**src/rtl/core/kch_ram.sv**
```systemverilog
// Generic single-clock RAM, one write port and one registered read port.
// Depends on nothing.
module kch_ram #(
   parameter int WIDTH = 8,
   parameter int DEPTH = 16,
   parameter int AW    = $clog2(DEPTH)
) (
   input  logic             clock,
   input  logic             rd_en,
   input  logic [AW-1:0]    rd_addr,
   output logic [WIDTH-1:0] rd_data,
   input  logic             wr_en,
   input  logic [AW-1:0]    wr_addr,
   input  logic [WIDTH-1:0] wr_data
);
   logic [WIDTH-1:0] mem [DEPTH];
   logic [WIDTH-1:0] rd_data_ff;

   always_ff @(posedge clock) begin
      if (wr_en) begin
         mem[wr_addr] <= wr_data;
      end
      if (rd_en) begin
         rd_data_ff <= mem[rd_addr];
      end
   end

   assign rd_data = rd_data_ff;
endmodule

```
**config.mk**
```make
export PLATFORM = sky130hd
export DESIGN_NAME = kch_ram
export DESIGN_NICKNAME = d
export VERILOG_FILES = /design/src/rtl/core/kch_ram.sv
export SDC_FILE = /design/constraint.sdc
export NUM_CORES = 1
export LEC_CHECK = 0
export ABC_AREA = 1
export BUFFER_PORTS_ARGS = -buffer_cell sky130_fd_sc_hd__buf_2
export CELL_PAD_IN_SITES_DETAIL_PLACEMENT = 0
export CELL_PAD_IN_SITES_GLOBAL_PLACEMENT = 1
export CORE_ASPECT_RATIO = 0.75
export CORE_UTILIZATION = 51
export DETAILED_ROUTE_END_ITERATION = 8
export GPL_TIMING_DRIVEN = 0
export PLACE_DENSITY_LB_ADDON = 0.1
export SLEW_MARGIN = 20
export SYNTH_ARGS = -nofsm -noshare
export SYNTH_HDL_FRONTEND = slang
export SYNTH_SLANG_ARGS = --single-unit
```
**constraint.sdc**
```tcl
create_clock -name clock -period 3 [get_ports clock]
set_input_delay 0.3 -clock clock [delete_from_list [all_inputs] [get_ports clock]]
set_output_delay 0.3 -clock clock [all_outputs]
set_load 0.01 [all_outputs]
```
==> flow_summary.ini <==
[status]
status = finished, violations left
violations = DRC

[routing]
met3_length_um = 1410
drt-initial-drc-count = 489
viasPerCell = 5.35
maxUsedRoutingLayer = met4
drc = 3
dr.pass1.iters = 7
ant_nets = 0
wl_met1_um = 6910
dr_total_vias = 3993
wirelength_um = 15000
wire_per_inst_um = 20.0
met2_length_um = 6470

[finish]
drive_gt1_share_pct = 12.2
layout.nets = 612
final_common_cell = nand2_1
final_cell_mix = nand2_1 (173), edfxtp_1 (136), inv_1 (100)
syn_to_final_growth_pct = 14.7
fin_area_sq_um = 6710
antennaDiodeCount = 0

[power_and_ir_drop]
ir_drop_mv = 0.427
power_density_nw_per_um2 = 671
intPower_w = 0.00351
switchingPower_w = 0.000988
p_leak_nw = 2.91
p_clk_share_pct = 45.8
combPwrFrac_pct = 6.4
pwr-share-seq_pct = 47.8
swShare_pct = 21.9

[timing]
tns_ps = 0
max_freq_ghz = 0.712
finalCriticalPeriod_ps = 1400
holdWs_ps = 250
fin_skew_ps = 6.30
fin_crit_sh_pct = 46.8
slew_headroom_pct = 38.1
finalSetupViolCount = 0
final-hold-violation-count = 0
worstMarginPinSlew_ps = 925
finalMaxSlewViolations = 0
rsz0062_at_grt = false

[yosys]
synth.area.top_cells = edfxtp_1 (70%), nand2_1 (11%), nand3_1 (8.3%)
synth_seq_cells = 136
yosysSeqAreaShare_pct = 69.8
yosysUniqueCellTypes = 11
yosysTopAreaCell = edfxtp_1
post_synth.cell_area_avg_sq_um = 10.6
syn-cell-area_sq_um = 5850
synthesis.nets = 570
yosysTopAreaCellShare_pct = 69.8
syn_inst = 551
ys_warn_count = 0

[clock_tree]
cts_setup_buffers = 0
cts_tree = built
cts_hold_buf = 0
clk_latency_ps = 420
path_clk_slew_ps = 60
cts_num_sinks = 136
cts_htree_levels = 4
clockBufferDepth = 2
ctsResizeCount = 0
cts_made_buffers = 17
cts_root_buf = clkbuf_16

[worst_hold_path]
min_path_type = primary input to flip-flop

[global_route]
grt_max_degree = 17
antenna_found_initial = 0
grt_pass1_wl_um = 22100
grt_pass1_vias = 3625
grt_overflow_total = 0
track_usage_pct = 27.1

[floorplanning]
die_w_um = 126
core_area_sq_um = 11000
fp.dieH_um = 94.7
rows = 33
io_pins = 27
start_util_pct = 53.0
dieArea_sq_um = 11900

[setup_path]
start_kind = primary input
path_class = primary input to flip-flop
critPathMaxFanout = 8
critical-path-slowest-cell = nor2_1
cp_data_required_time_ps = 3040
crit_path_max_incr_delay_ps = 750
crit_chain = buf_2 -> nand3b_1 -> nor2_1
endpoint_kind = flip-flop
cp.arrival_ps = 1440

[placement]
dp_hpwl_um = 9560
dpl_cell_area_sq_um = 6140
place_congestion = 0.830
port_buffers = 23

[flow_run]
cap_violations = 0
## logic make-up after synthesis
family	Yosys count	share of synthesized area, %
AND/OR/NAND/NOR	289	20.8
buffers and inverters	126	9.39
flip-flops	136	69.8
## per-stage QoR
stage | util [%] | power [W] | instances | setup slack (ps)
3_3_place_gp | 55.7 | 0.00247 | 714 | 1230
2_1_floorplan | - | 0.00234 | 551 | 1750
5_1_grt | 60.8 | 0.00460 | 746 | 1550
4_1_cts | 60.8 | 0.00451 | 746 | 1610
3_5_place_dp | 55.7 | 0.00247 | 714 | 1180
6_report | 60.8 | 0.00450 | 746 | 1600
## path summary, 6_finish.rpt
| check | startpoint | end | slack [ps] | cells after the start |
|---|---|---|---|---|
| max | wr_addr[3] | mem[7][4] | 1600 | 3 |
| min | rd_en | rd_data[2] | 250 | 1 |
| max reg2reg | mem[10][0] | rd_data[0] | 1830 | 6 |
| min reg2reg | mem[7][2] | rd_data[2] | 760 | 6 |
## registers in the layout, indices dropped and copies added (netlist names)
signal / count
mem: 128
rd_data: 8
## power by group through the flow
| stage | Combinational (W) | Sequential [W] | Clock, W |
|---|---|---|---|
| floorplan | 0.000150 | 0.00219 | 0 |
| global placement | 0.000278 | 0.00219 | 0 |
| detailed placement | 0.000284 | 0.00219 | 0 |
| CTS | 0.000286 | 0.00215 | 0.00207 |
| global route | 0.000313 | 0.00216 | 0.00214 |
| finish | 0.000289 | 0.00215 | 0.00206 |
## critical path: cells and delay by family
family	cells	cell delay (ps)
AND/OR/NAND/NOR	2	1020
buffers and inverters	1	120
## cell usage after synthesis
master	instances
inv_2	2
buf_4	4
inv_1	100
nand2_1	173
buf_2	13
nor2_1	17
edfxtp_1	136
nand3_1	97
buf_1	1
buf_6	6
nand3b_1	2
## layer usage
metal	track usage, %	up-vias
met5	0	-
met3	5.72	15
li1	-	1869
met2	38.6	185
met1	40.8	1924
met4	10.1	0
## cell type report
| type | count | area (sq um) |
|---|---|---|
| multi-input combinational | 289 | 1210 |
| clock inverter | 11 | 130 |
| clock buffer | 21 | 440 |
| inverter | 102 | 383 |
| fill | 914 | 4320 |
| timing repair buffer | 23 | 115 |
| tap | 140 | 175 |
| sequential | 136 | 4080 |
| buffer | 24 | 166 |
(Power assumes the default switching activity.)
