===== config.mk =====
export PLATFORM = sky130hd
export DESIGN_NAME = kch_mod_unit
export DESIGN_NICKNAME = d
export VERILOG_FILES = /design/src/rtl/core/kch_pkg.sv /design/src/rtl/core/kch_mod_unit.sv
export SDC_FILE = /design/constraint.sdc
export NUM_CORES = 1
export LEC_CHECK = 0
export BUFFER_PORTS_ARGS = -buffer_cell sky130_fd_sc_hd__buf_2
export CAP_MARGIN = 20
export CORE_ASPECT_RATIO = 1.2
export CORE_MARGIN = 4
export CORE_UTILIZATION = 49
export CTS_BUF_LIST = sky130_fd_sc_hd__clkbuf_4 sky130_fd_sc_hd__clkbuf_8 sky130_fd_sc_hd__clkbuf_16
export CTS_CLUSTER_SIZE = 14
export DETAILED_ROUTE_END_ITERATION = 12
export PLACE_DENSITY = 0.81
export SLEW_MARGIN = 5
export SYNTH_ARGS = -nofsm -noshare
export SYNTH_HDL_FRONTEND = slang
export SYNTH_SLANG_ARGS = --single-unit

===== constraint.sdc =====
create_clock -name clock -period 2.68 [get_ports clock]
set_clock_uncertainty 0.2 [all_clocks]
set_input_delay 0.402 -clock clock [delete_from_list [all_inputs] [get_ports clock]]
set_output_delay 0.402 -clock clock [all_outputs]
set_load 0.01 [all_outputs]

===== src/rtl/core/kch_pkg.sv =====
// Package for the k-mer counting hash table: sizes, codes, node word type.
// No dependencies; kch_mod_unit and the top level import it.
package kch_pkg;

   localparam int MAX_BUCKETS   = 4096;
   localparam int NODE_CAPACITY = 4096;
   localparam int COUNT_WIDTH   = 32;

   localparam int BUCKET_AW = $clog2(MAX_BUCKETS);
   localparam int NODE_AW   = $clog2(NODE_CAPACITY);
   // node reference: one bit more than the address, top bit set means no node
   localparam int NREF_W    = NODE_AW + 1;
   localparam int CFG_W     = 13;
   localparam int KEEP_W    = 8;
   localparam int KEY_W     = 64;
   localparam int DIV_CNT_W = $clog2(KEY_W);

   localparam logic [NREF_W-1:0]      NO_NODE     = {1'b1, {NODE_AW{1'b0}}};
   localparam logic [COUNT_WIDTH-1:0] COUNT_MAX   = '1;
   localparam logic [CFG_W-1:0]       MAX_BKT_CFG = CFG_W'(MAX_BUCKETS);
   localparam logic [CFG_W-1:0]       RST_BUCKETS = 13'd4093;
   localparam logic [KEEP_W-1:0]      RST_KEEP    = 8'd2;

   localparam logic [1:0] ACT_INSERT = 2'd0;
   localparam logic [1:0] ACT_LOOKUP = 2'd1;
   localparam logic [1:0] ACT_FILTER = 2'd2;

   localparam logic [2:0] STAT_NEW    = 3'd0;
   localparam logic [2:0] STAT_INCR   = 3'd1;
   localparam logic [2:0] STAT_FOUND  = 3'd2;
   localparam logic [2:0] STAT_MISS   = 3'd3;
   localparam logic [2:0] STAT_FULL   = 3'd4;
   localparam logic [2:0] STAT_FILTER = 3'd5;

   localparam logic CSR_BUCKET_COUNT = 1'b0;
   localparam logic CSR_MIN_KEEP     = 1'b1;

   typedef struct packed {
      logic [KEY_W-1:0]       key_a;
      logic [KEY_W-1:0]       key_b;
      logic [KEY_W-1:0]       key_c;
      logic [COUNT_WIDTH-1:0] count;
      logic [NREF_W-1:0]      link;
   } node_type;

   localparam int NODE_WORD_W = $bits(node_type);

   typedef enum logic [3:0] {
      S_CLEAR,
      S_IDLE,
      S_HASH,
      S_HEAD_RD,
      S_HEAD_WAIT,
      S_NODE_CMP,
      S_FILT_HEAD,
      S_FILT_HWAIT,
      S_FILT_NODE,
      S_RESP
   } state_type;

endpackage


===== src/rtl/core/kch_mod_unit.sv =====
// Bit-serial remainder unit: 64-bit dividend modulo a 13-bit divisor.
// Depends on kch_pkg.
module kch_mod_unit (
   input  logic                           clock,
   input  logic                           reset,
   input  logic                           start,
   input  logic [kch_pkg::KEY_W-1:0]      dividend,
   input  logic [kch_pkg::CFG_W-1:0]      divisor,
   output logic                           done,
   output logic [kch_pkg::BUCKET_AW-1:0]  remainder
);
   import kch_pkg::*;

   logic                 busy_ff, busy_in;
   logic                 done_ff, done_in;
   logic [DIV_CNT_W-1:0] cnt_ff, cnt_in;
   logic [KEY_W-1:0]     shift_ff, shift_in;
   logic [BUCKET_AW-1:0] rem_ff, rem_in;
   logic [CFG_W-1:0]     trial;
   logic [CFG_W-1:0]     diff;

   // one quotient bit per cycle, restoring form
   always_comb begin
      trial    = {rem_ff, shift_ff[KEY_W-1]};
      diff     = trial - divisor;
      busy_in  = busy_ff;
      done_in  = 1'b0;
      cnt_in   = cnt_ff;
      shift_in = shift_ff;
      rem_in   = rem_ff;
      if (start) begin
         busy_in  = 1'b1;
         cnt_in   = '1;
         shift_in = dividend;
         rem_in   = '0;
      end else if (busy_ff) begin
         shift_in = {shift_ff[KEY_W-2:0], 1'b0};
         rem_in   = (trial >= divisor) ? diff[BUCKET_AW-1:0] : trial[BUCKET_AW-1:0];
         cnt_in   = cnt_ff - 1'b1;
         if (cnt_ff == '0) begin
            busy_in = 1'b0;
            done_in = 1'b1;
         end
      end
   end

   always_ff @(posedge clock) begin
      if (reset) begin
         busy_ff <= 1'b0;
         done_ff <= 1'b0;
         cnt_ff  <= '0;
      end else begin
         busy_ff <= busy_in;
         done_ff <= done_in;
         cnt_ff  <= cnt_in;
      end
      shift_ff <= shift_in;
      rem_ff   <= rem_in;
   end

   assign done      = done_ff;
   assign remainder = rem_ff;
endmodule


==> out/qor.txt, run 1 <==
status: finished, final reports clean
GRT Total Usage: 17.22%
IO Count: 93
DP HPWL: 6364 um
Post-synth top cells: edfxtp_1, mux2_2, dfxtp_1, inv_1, a21oi_1
remaining antenna violation count: 0
Core Util, Final: 60.27%
Die Y: 110.1 um
final setup violating endpoints: 0
CP Class: reg -> reg
worst-path cell chain: ha_1 > and3_1 > and4_4 > nand4_4 > a211oi_4 > o21ai_0 > a311oi_1
synth top area cells: edfxtp_1, mux2_2, dfxtp_1
Inserted Clock Buffers: 9
share of cells above drive strength 1: 44.77%
Post-synth ARST share: 0%
max-cap viol count: 0
final non-filler cell total: 557
Tot Pwr: 3077 uW
PD cells: 599.3 mW/mm2
Initial Utilization: 49.97%
total wire length: 8745 um
fill cell count: 697
leading area contributor after synthesis: edfxtp_1
Mapped Area: 0.004257 mm2
CTS Buffer Depth: 2
Worst Tran Pin Value: 0.5920 ns
syn_nets: 434
Leak: 0.002096 uW
Fin. Hold Viols: 0
Min Hold Slack: 0.1173 ns
Yosys cell types: 47
crit end category: flip-flop
dpl cells: 540
most common cell in the netlist: edfxtp_1
share of the synthesized area in the top cell type: 45.15%
GRT overflow: 0
crit path buf inv count: 0
CP Launch Type: flip-flop
Yosys warnings: 0
cell family with most CP delay: compound AO/OA/AOI/OAI gates
CP Max Fanout: 5
largest net degree at the start of global routing: 65
Post-CTS Setup Bufs: 0
CTS clk-pin slew, worst paths: 0.09 ns
Root Buffer: clkbuf_8
Worst path slowest cell: ha_1
RSZ-0062 raised after global routing: true
IR drop worst, VDD: 0.5204 mV
Die ar.: 0.01025 mm2
sw frac: 24.47%
DR DRC count: 0
fin crit period: 2.523 ns
Worst EP required: 2.72 ns
Post-synth EDFFs: 64
final net count: 531
worst hold path class: in -> reg
gpl congestion: 0.9460
PortBufs: 92
Die W: 93.08 um
Worst-Skew Late Latency: 0.35 ns
Psw: 752.7 uW
diode count: 0
dominant synthesized flop cell: edfxtp_1
drt initial violations: 138
# H-tree levels: 3
Area growth, synth to finish: 20.61%
CTS tree: yes
CP peak stage delay: 0.40 ns
relative slew slack: 60.27%
number of global-route vias before repair: 3,053
Internal: 2324 uW
initial antenna violation count: 0
Clock Sinks: 84
syn_area_per_cell: 12.59 um2
# rows: 37
sequential share of power: 52.1%
core area: 0.008518 mm2
Max Slew Vio Count: 0
Seq. cell area: 0.002322 mm2
sequential share of the synthesized area: 54.56%
wire length per cell: 15.70 um
critical path data arrival time: 2.57 ns
setup_tns: 0 ns
FMAX: 396.4 MHz
post-synthesis register bit count: 84
Period Utilization, post-route: 94.13%
Mapped Cells: 338
Comb pwr share: 16.3%
first-pass GRT wire length: 13,880 um
drt via density: 5.436
Clock power frac: 31.6%
drt first pass iters: 4
Via Count: 3,028
area of the multi-input gates: 0.001827 mm2
[final timing paths]
path / from / depth (start not counted) / end / slack, ns
min: reset / 2 / cnt_ff[5] / 0.12
min reg2reg: cnt_ff[0] / 2 / cnt_ff[0] / 0.31
max: remainder[4] / 7 / remainder[4] / 0.16
max reg2reg: remainder[4] / 7 / remainder[4] / 0.16
[power by group through the flow]
stage	logic, uW	clock network (uW)	registers, uW
after global placement	478	0	1630
after global routing	552	1050	1620
after CTS	495	991	1610
final	501	972	1600
after detailed placement	491	0	1630
after floorplan	332	0	1620
[repair_timing]
action | CTS | global route
hold buffers | 0 | 0
endpoints found under the setup margin | 0 | 7
gates resized for setup | 0 | 5
[placed cells by master (no fill, tap or decap), types with 2 or more instances in the layout]
cell type | Yosys | final
a21o_1 | 5 | 5
a21oi_1 | 17 | 16
a21oi_2 | 1 | 2
a311oi_1 | 7 | 7
a31oi_1 | 5 | 5
and3_1 | 5 | 5
buf_2 | 1 | 92
buf_4 | 0 | 10
bufinv_16 | 0 | 2
clkbuf_8 | 0 | 9
clkinv_2 | 0 | 2
dfxtp_1 | 20 | 20
edfxtp_1 | 64 | 64
ha_1 | 15 | 14
inv_1 | 18 | 17
mux2_2 | 63 | 63
nand2_1 | 11 | 11
nand2b_1 | 3 | 3
nand3_1 | 9 | 9
nand4_1 | 2 | 2
nor2_1 | 14 | 14
nor3_1 | 4 | 4
nor3b_1 | 5 | 5
o21ai_0 | 11 | 11
o21ai_1 | 3 | 2
o31ai_1 | 3 | 3
or2_2 | 3 | 3
xnor2_1 | 8 | 8
xor2_1 | 4 | 4
[registers in the layout, indices dropped and copies added (netlist names)]
name       flops
done           1
shift_ff      64
remainder     12
busy_ff        1
cnt_ff         6
[final cells by class]
type                            count  area share [%]
Sequential cell                    84           45.24
Multi-Input combinational cell    219           35.58
Timing Repair Buffer              103           10.82
Tap cell                          117           2.852
Clock buffer                        9           2.413
Clock inverter                      7           1.779
Inverter                           18           1.316
[worst register-to-register path: stages, from the launching register on]
cell	delay, ns
dfxtp_1	0.36
ha_1	0.40
and3_1	0.25
and4_4	0.25
nand4_4	0.13
a211oi_4	0.33
o21ai_0	0.15
a311oi_1	0.35
[through the flow]
| stage | instance area, um2 | worst slack [ns] |
|---|---|---|
| 6_report | 5134 | 0.1572 |
| 5_1_grt | 5134 | -0.006064 |
| 4_1_cts | 5105 | 0.1074 |
| 3_5_place_dp | 4890 | -0.02413 |
| 3_3_place_gp | 4890 | 0.1144 |
| 2_1_floorplan | 4257 | 0.02863 |
[kinds of logic after synthesis]
family          synth area share (%)
compound gates                 9.936
xor+xnor                       2.469
fa+ha+maj                      4.880
buf+inv                        3.204
flops                          54.56
mux                            16.67
simple gates                   8.290
[metal layers]
metal	global-route usage, %	wire [um]	part of all wire [%]	up-vias
li1	-	-	-	1466
met2	28.36	4280	49	104
met1	20.70	3621	41	1437
met3	4.888	586	6.7	21
met4	8.796	256	2.9	0
met5	0	0	0	-
No activity file was read; power rests on OpenSTA's default activity.
==> run 2: changes to the inputs <==
--- a/config.mk
+++ b/config.mk
@@ -13,7 +13,8 @@
 export CTS_BUF_LIST = sky130_fd_sc_hd__clkbuf_4 sky130_fd_sc_hd__clkbuf_8 sky130_fd_sc_hd__clkbuf_16
 export CTS_CLUSTER_SIZE = 14
 export DETAILED_ROUTE_END_ITERATION = 12
-export PLACE_DENSITY = 0.81
+export PLACE_DENSITY = 0.77
+export SETUP_SLACK_MARGIN = 0.5
 export SLEW_MARGIN = 5
 export SYNTH_ARGS = -nofsm -noshare
 export SYNTH_HDL_FRONTEND = slang
==> run 2 against run 1 <==
Final area grew 8.7%. Clock-buffer cell count is the same. Utilization grew 5.3 points. Cell count grew 2.2%. Die area is the same. Sequential power is essentially flat. Setup slack gained 0.17 ns. Maximum frequency grew 7.3%. Register-to-register slack gained 0.17 ns. Wire length grew 8.9%. Clock power shrank 2%. Global-route usage grew 1.6 points. Critical endpoint is now remainder[6]. Largest power group unchanged.
==> out/qor.txt, run 2 (synthesized netlist as in run 1, its figures left out) <==
CP Launch Type: flip-flop
IR drop worst, VDD: 0.2202 mV
Psw: 788.7 uW
worst-path cell chain: ha_4 > and3_4 > and4_4 > nand4_4 > a211oi_2 > buf_4 > nor4b_1 > nor4_1
Inserted Clock Buffers: 9
Worst Hold Launch: reset
first-pass GRT wire length: 14,940 um
wire length per cell: 16.73 um
share of cells above drive strength 1: 56.42%
final setup violating endpoints: 0
Initial Utilization: 49.97%
Die W: 93.08 um
fill cell count: 668
max-cap viol count: 0
core area: 0.008518 mm2
CTS clk-pin slew, worst paths: 0.08 ns
CP Class: reg -> reg
CTS Buffer Depth: 2
most frequent cells in the layout: buf_2, edfxtp_1, mux2_2
DR DRC count: 0
Die Y: 110.1 um
placed cell area: 0.004970 mm2
IO Count: 93
WHS Path Cells: 2
RR Endpoint: remainder[6]
Worst Tran Pin Value: 0.5970 ns
PD cells: 569.5 mW/mm2
CP peak stage delay: 0.36 ns
hold_buf cts: 0
Via Count: 3,176
relative slew slack: 60.20%
# rows: 37
status: finished, final reports clean
crit path buf inv count: 1
Hold Path Sink: cnt_ff[4]
Die ar.: 0.01025 mm2
Core Util, Final: 65.53%
Root Buffer: clkbuf_8
fin crit period: 2.351 ns
Critical R2R Launch: remainder[3]
Fin. Hold Viols: 0
post-route cell area: 0.005582 mm2
remaining antenna violation count: 0
number of global-route vias before repair: 3,232
worst hold path class: in -> reg
Biggest register: shift_ff
CP Max Fanout: 5
Internal: 2390 uW
Max Slew Vio Count: 0
initial antenna violation count: 0
PortBufs: 92
FF-to-FF setup slack: 0.33 ns
Worst EP required: 2.72 ns
Leak: 0.002180 uW
Min Hold Slack: 0.1214 ns
RSZ-0062 raised after global routing: true
Seq. cell area: 0.002340 mm2
drt initial violations: 146
number of flip-flops under the largest register name: 64
Area growth, synth to finish: 31.13%
r2r worst-path depth: 8
DP HPWL: 6369 um
largest net degree at the start of global routing: 65
Period Utilization, post-route: 87.72%
Comb pwr share: 19.5%
Clock power frac: 30.0%
final net count: 544
GRT Total Usage: 18.84%
FMAX: 425.4 MHz
sequential share of power: 50.5%
total wire length: 9519 um
area of the multi-input gates: 0.002162 mm2
gpl congestion: 0.8223
cell family with most CP delay: simple AND/OR/NAND/NOR gates
GRT overflow: 0
crit end category: flip-flop
diode count: 0
drt first pass iters: 5
CTS tree: yes
Worst-Skew Late Latency: 0.35 ns
# H-tree levels: 3
drt via density: 5.582
Clock Sinks: 84
Worst path slowest cell: dfxtp_4
sw frac: 24.81%
commonest non-fill, non-tap cell in the layout: buf_2
critical path data arrival time: 2.39 ns
setup_tns: 0 ns
-- run 2: cell count changes in the layout (fill, tap and decap cells not counted), sizes merged --
cell,delta
a211o,+1
buf,+12
clkinv,-2
inv,+1
-- run 2: layer usage --
| layer | share of wire [%] | vias to the layer above | GRT usage, % | routed length (um) |
|---|---|---|---|---|
| met5 | 0 | - | 0 | 0 |
| met4 | 3.8 | 0 | 10.68 | 359 |
| met3 | 5.5 | 34 | 2.919 | 524 |
| met2 | 51 | 123 | 33.56 | 4900 |
| met1 | 39 | 1519 | 21.61 | 3735 |
| li1 | - | 1500 | - | - |
-- run 2: worst max path at each step --
stage,start,to,slack [ns],cells after the start
global route,shift_ff[63],remainder[10],0.25,9
detailed placement,divisor[7],remainder[5],0.18,9
CTS,shift_ff[63],remainder[10],0.36,9
finish,remainder[3],remainder[6],0.33,8
global placement,divisor[0],remainder[10],0.24,9
floorplan,divisor[7],remainder[10],0.50,10
-- run 2: repair_timing --
action,CTS,global route
endpoints found under the setup margin,12,12
pin swaps,22,20
gates resized for setup,34,20
hold endpoints to repair,0,0
cloned,1,1
buffers inserted,14,2
-- run 2: power groups by stage --
stage | logic, uW | clock network (uW) | registers [uW]
global placement | 503 | 0 | 1630
floorplan | 368 | 0 | 1620
finish | 621 | 953 | 1610
global route | 676 | 1040 | 1620
CTS | 573 | 979 | 1610
detailed placement | 516 | 0 | 1630
-- run 2: layout make-up --
class,instances,share of cell area (%)
flip-flops and latches,84,41.92
multi-input cells,220,38.74
clock buffers,9,2.219
well taps,117,2.623
clock inverters,6,1.592
inverters,18,1.210
repair buffers,115,11.70
-- run 2: stage by stage --
stage / power, uW / setup WS (ns) / instances
2_1_floorplan: 1988 / 0.4994 / 338
5_1_grt: 3331 / 0.2545 / 569
6_report: 3179 / 0.3291 / 569
3_5_place_dp: 2150 / 0.1769 / 536
3_3_place_gp: 2130 / 0.2370 / 536
4_1_cts: 3159 / 0.3630 / 566
==> run 3: changes to the inputs <==
--- a/config.mk
+++ b/config.mk
@@ -7,7 +7,6 @@
 export LEC_CHECK = 0
 export BUFFER_PORTS_ARGS = -buffer_cell sky130_fd_sc_hd__buf_2
 export CAP_MARGIN = 20
-export CORE_ASPECT_RATIO = 1.2
 export CORE_MARGIN = 4
 export CORE_UTILIZATION = 49
 export CTS_BUF_LIST = sky130_fd_sc_hd__clkbuf_4 sky130_fd_sc_hd__clkbuf_8 sky130_fd_sc_hd__clkbuf_16
==> run 3 against run 2 <==
Clock power fell by 6.1%. Cell count fell by 2.3%. Global-route usage decreased by 0.77 points. Non-clock buffer count is 2 lower. Worst hold slack better by 0.0043 ns. Sequential share of layout area increased by 0.78 points. Setup slack better by 0.0082 ns. Flip-flop and latch count unchanged. Clock-buffer cell count stayed put. Critical path depth unchanged.
==> out/qor.txt, run 3 (synthesized netlist as in run 1, its figures left out) <==
status: finished, final reports clean
Leak: 0.002156 uW
hold_buf cts: 0
Worst path slowest cell: a211o_2
Worst EP required: 2.69 ns
# rows: 33
Initial Utilization: 51.04%
crit path buf inv count: 1
diode count: 0
placed cell area: 0.004960 mm2
crit end category: flip-flop
commonest non-fill, non-tap cell in the layout: buf_2
wire length per cell: 17.01 um
Worst Tran Pin Value: 0.4559 ns
Die W: 101.2 um
Root Buffer: clkbuf_8
CTS tree: yes
initial antenna violation count: 0
PortBufs: 92
cell family with most CP delay: simple AND/OR/NAND/NOR gates
pre-CTS setup slack: 0.1824 ns
largest net degree at the start of global routing: 54
CP peak stage delay: 0.39 ns
CTS clk-pin slew, worst paths: 0.09 ns
Fin. Hold Viols: 0
final setup violating endpoints: 0
CP Launch Type: flip-flop
dpl cells: 523
final net count: 542
worst-path cell chain: ha_4 > and3_4 > and4_4 > nand4_4 > buf_4 > a211o_2 > nand3_1 > a311oi_1
critical path data arrival time: 2.36 ns
Die Y: 101.2 um
DP HPWL: 6267 um
FF-to-FF setup slack: 0.34 ns
setup_tns: 0 ns
worst setup margin: 0.3373 ns
Period Utilization, post-route: 87.41%
RSZ-0062 raised after global routing: true
number of flip-flops under the largest register name: 64
drt initial violations: 150
drt via density: 5.588
Via Count: 3,107
drt first pass iters: 5
IO Count: 93
max-cap viol count: 0
GRT Total Usage: 18.07%
Biggest register: shift_ff
IR drop worst, VDD: 0.4251 mV
PD cells: 565.0 mW/mm2
relative slew slack: 69.53%
Max Slew Vio Count: 0
DR DRC count: 0
most frequent cells in the layout: buf_2, edfxtp_1, mux2_2
Worst-Skew Late Latency: 0.35 ns
first-pass GRT wire length: 14,310 um
post-route cell area: 0.005483 mm2
Clock Sinks: 84
Tot Pwr: 3098 uW
core area: 0.008341 mm2
share of cells above drive strength 1: 54.32%
Area growth, synth to finish: 28.81%
CP Max Fanout: 5
gpl congestion: 0.8578
GRT overflow: 0
fill cell count: 645
fin crit period: 2.343 ns
worst hold path class: in -> reg
final non-filler cell total: 556
CTS Buffer Depth: 2
remaining antenna violation count: 0
Inserted Clock Buffers: 9
total wire length: 9455 um
number of global-route vias before repair: 2,984
FMAX: 426.9 MHz
CP Class: reg -> reg
Die ar.: 0.01024 mm2
# H-tree levels: 3
==> run 3: changes by cell type in the layout (fill, tap and decap cells not counted), moves of 2 or more <==
cell	change
o21ai_1	+4
o21ai_2	-4
a21oi_2	+2
buf_4	-2
clkinv_4	+2
dfxtp_2	-2
ha_1	+2
ha_4	-2
==> run 3: power by group <==
part / internal (uW) / total (uW) / switching, uW
sequential: 1550 / 1600 / 52.5
combinational: 307 / 599 / 292
clock: 437 / 895 / 459
==> run 3: worst paths after layout <==
kind | cells past startpoint | startpoint | endpoint
max | 8 | remainder[3] | remainder[3]
min | 2 | reset | cnt_ff[3]
max reg2reg | 8 | remainder[3] | remainder[3]
min reg2reg | 2 | cnt_ff[0] | cnt_ff[0]
==> run 3: per-stage QoR <==
| stage | utilization [%] | hold WS (ns) |
|---|---|---|
| global route | 65.74 | 0.1090 |
| detailed placement | 59.47 | 0.3039 |
| global placement | 59.47 | 0.2862 |
| floorplan | - | 0.2713 |
| CTS | 63.77 | 0.09808 |
| finish | 65.74 | 0.1256 |
==> run 3: worst reg2reg max path: cells and delay by family, from the launching register on <==
kind / cells / cell delay [ns]
buffers and inverters: 1 / 0.18
adders and majority gates: 1 / 0.29
DFF: 1 / 0.36
and+or+nand+nor: 4 / 0.68
AOI/OAI and AO/OA: 2 / 0.50
==> run 3: repair_timing <==
item,CTS,global route
resized for setup,23,21
pin swaps,20,25
cloned,1,1
setup buffers,9,6
setup endpoints to repair,12,12
endpoints found under the hold margin,0,0
==> run 3: routing by layer <==
| metal | GRT usage, % | up-vias | routed length, um |
|---|---|---|---|
| li1 | - | 1496 | - |
| met1 | 24.04 | 1502 | 4113 |
| met2 | 29.07 | 100 | 4582 |
| met3 | 4.683 | 9 | 645 |
| met4 | 5.726 | 0 | 114 |
| met5 | 0 | - | 0 |
==> run 3: cell type report <==
type / instances / area (um2) / share of cell area, %
repair buffers: 113 / 646.9 / 11.80
multi-input cells: 220 / 2096 / 38.22
clock buffers: 9 / 123.9 / 2.259
inverters: 18 / 67.56 / 1.232
clock inverters: 7 / 76.32 / 1.392
well taps: 105 / 131.4 / 2.396
flip-flops and latches: 84 / 2341 / 42.70
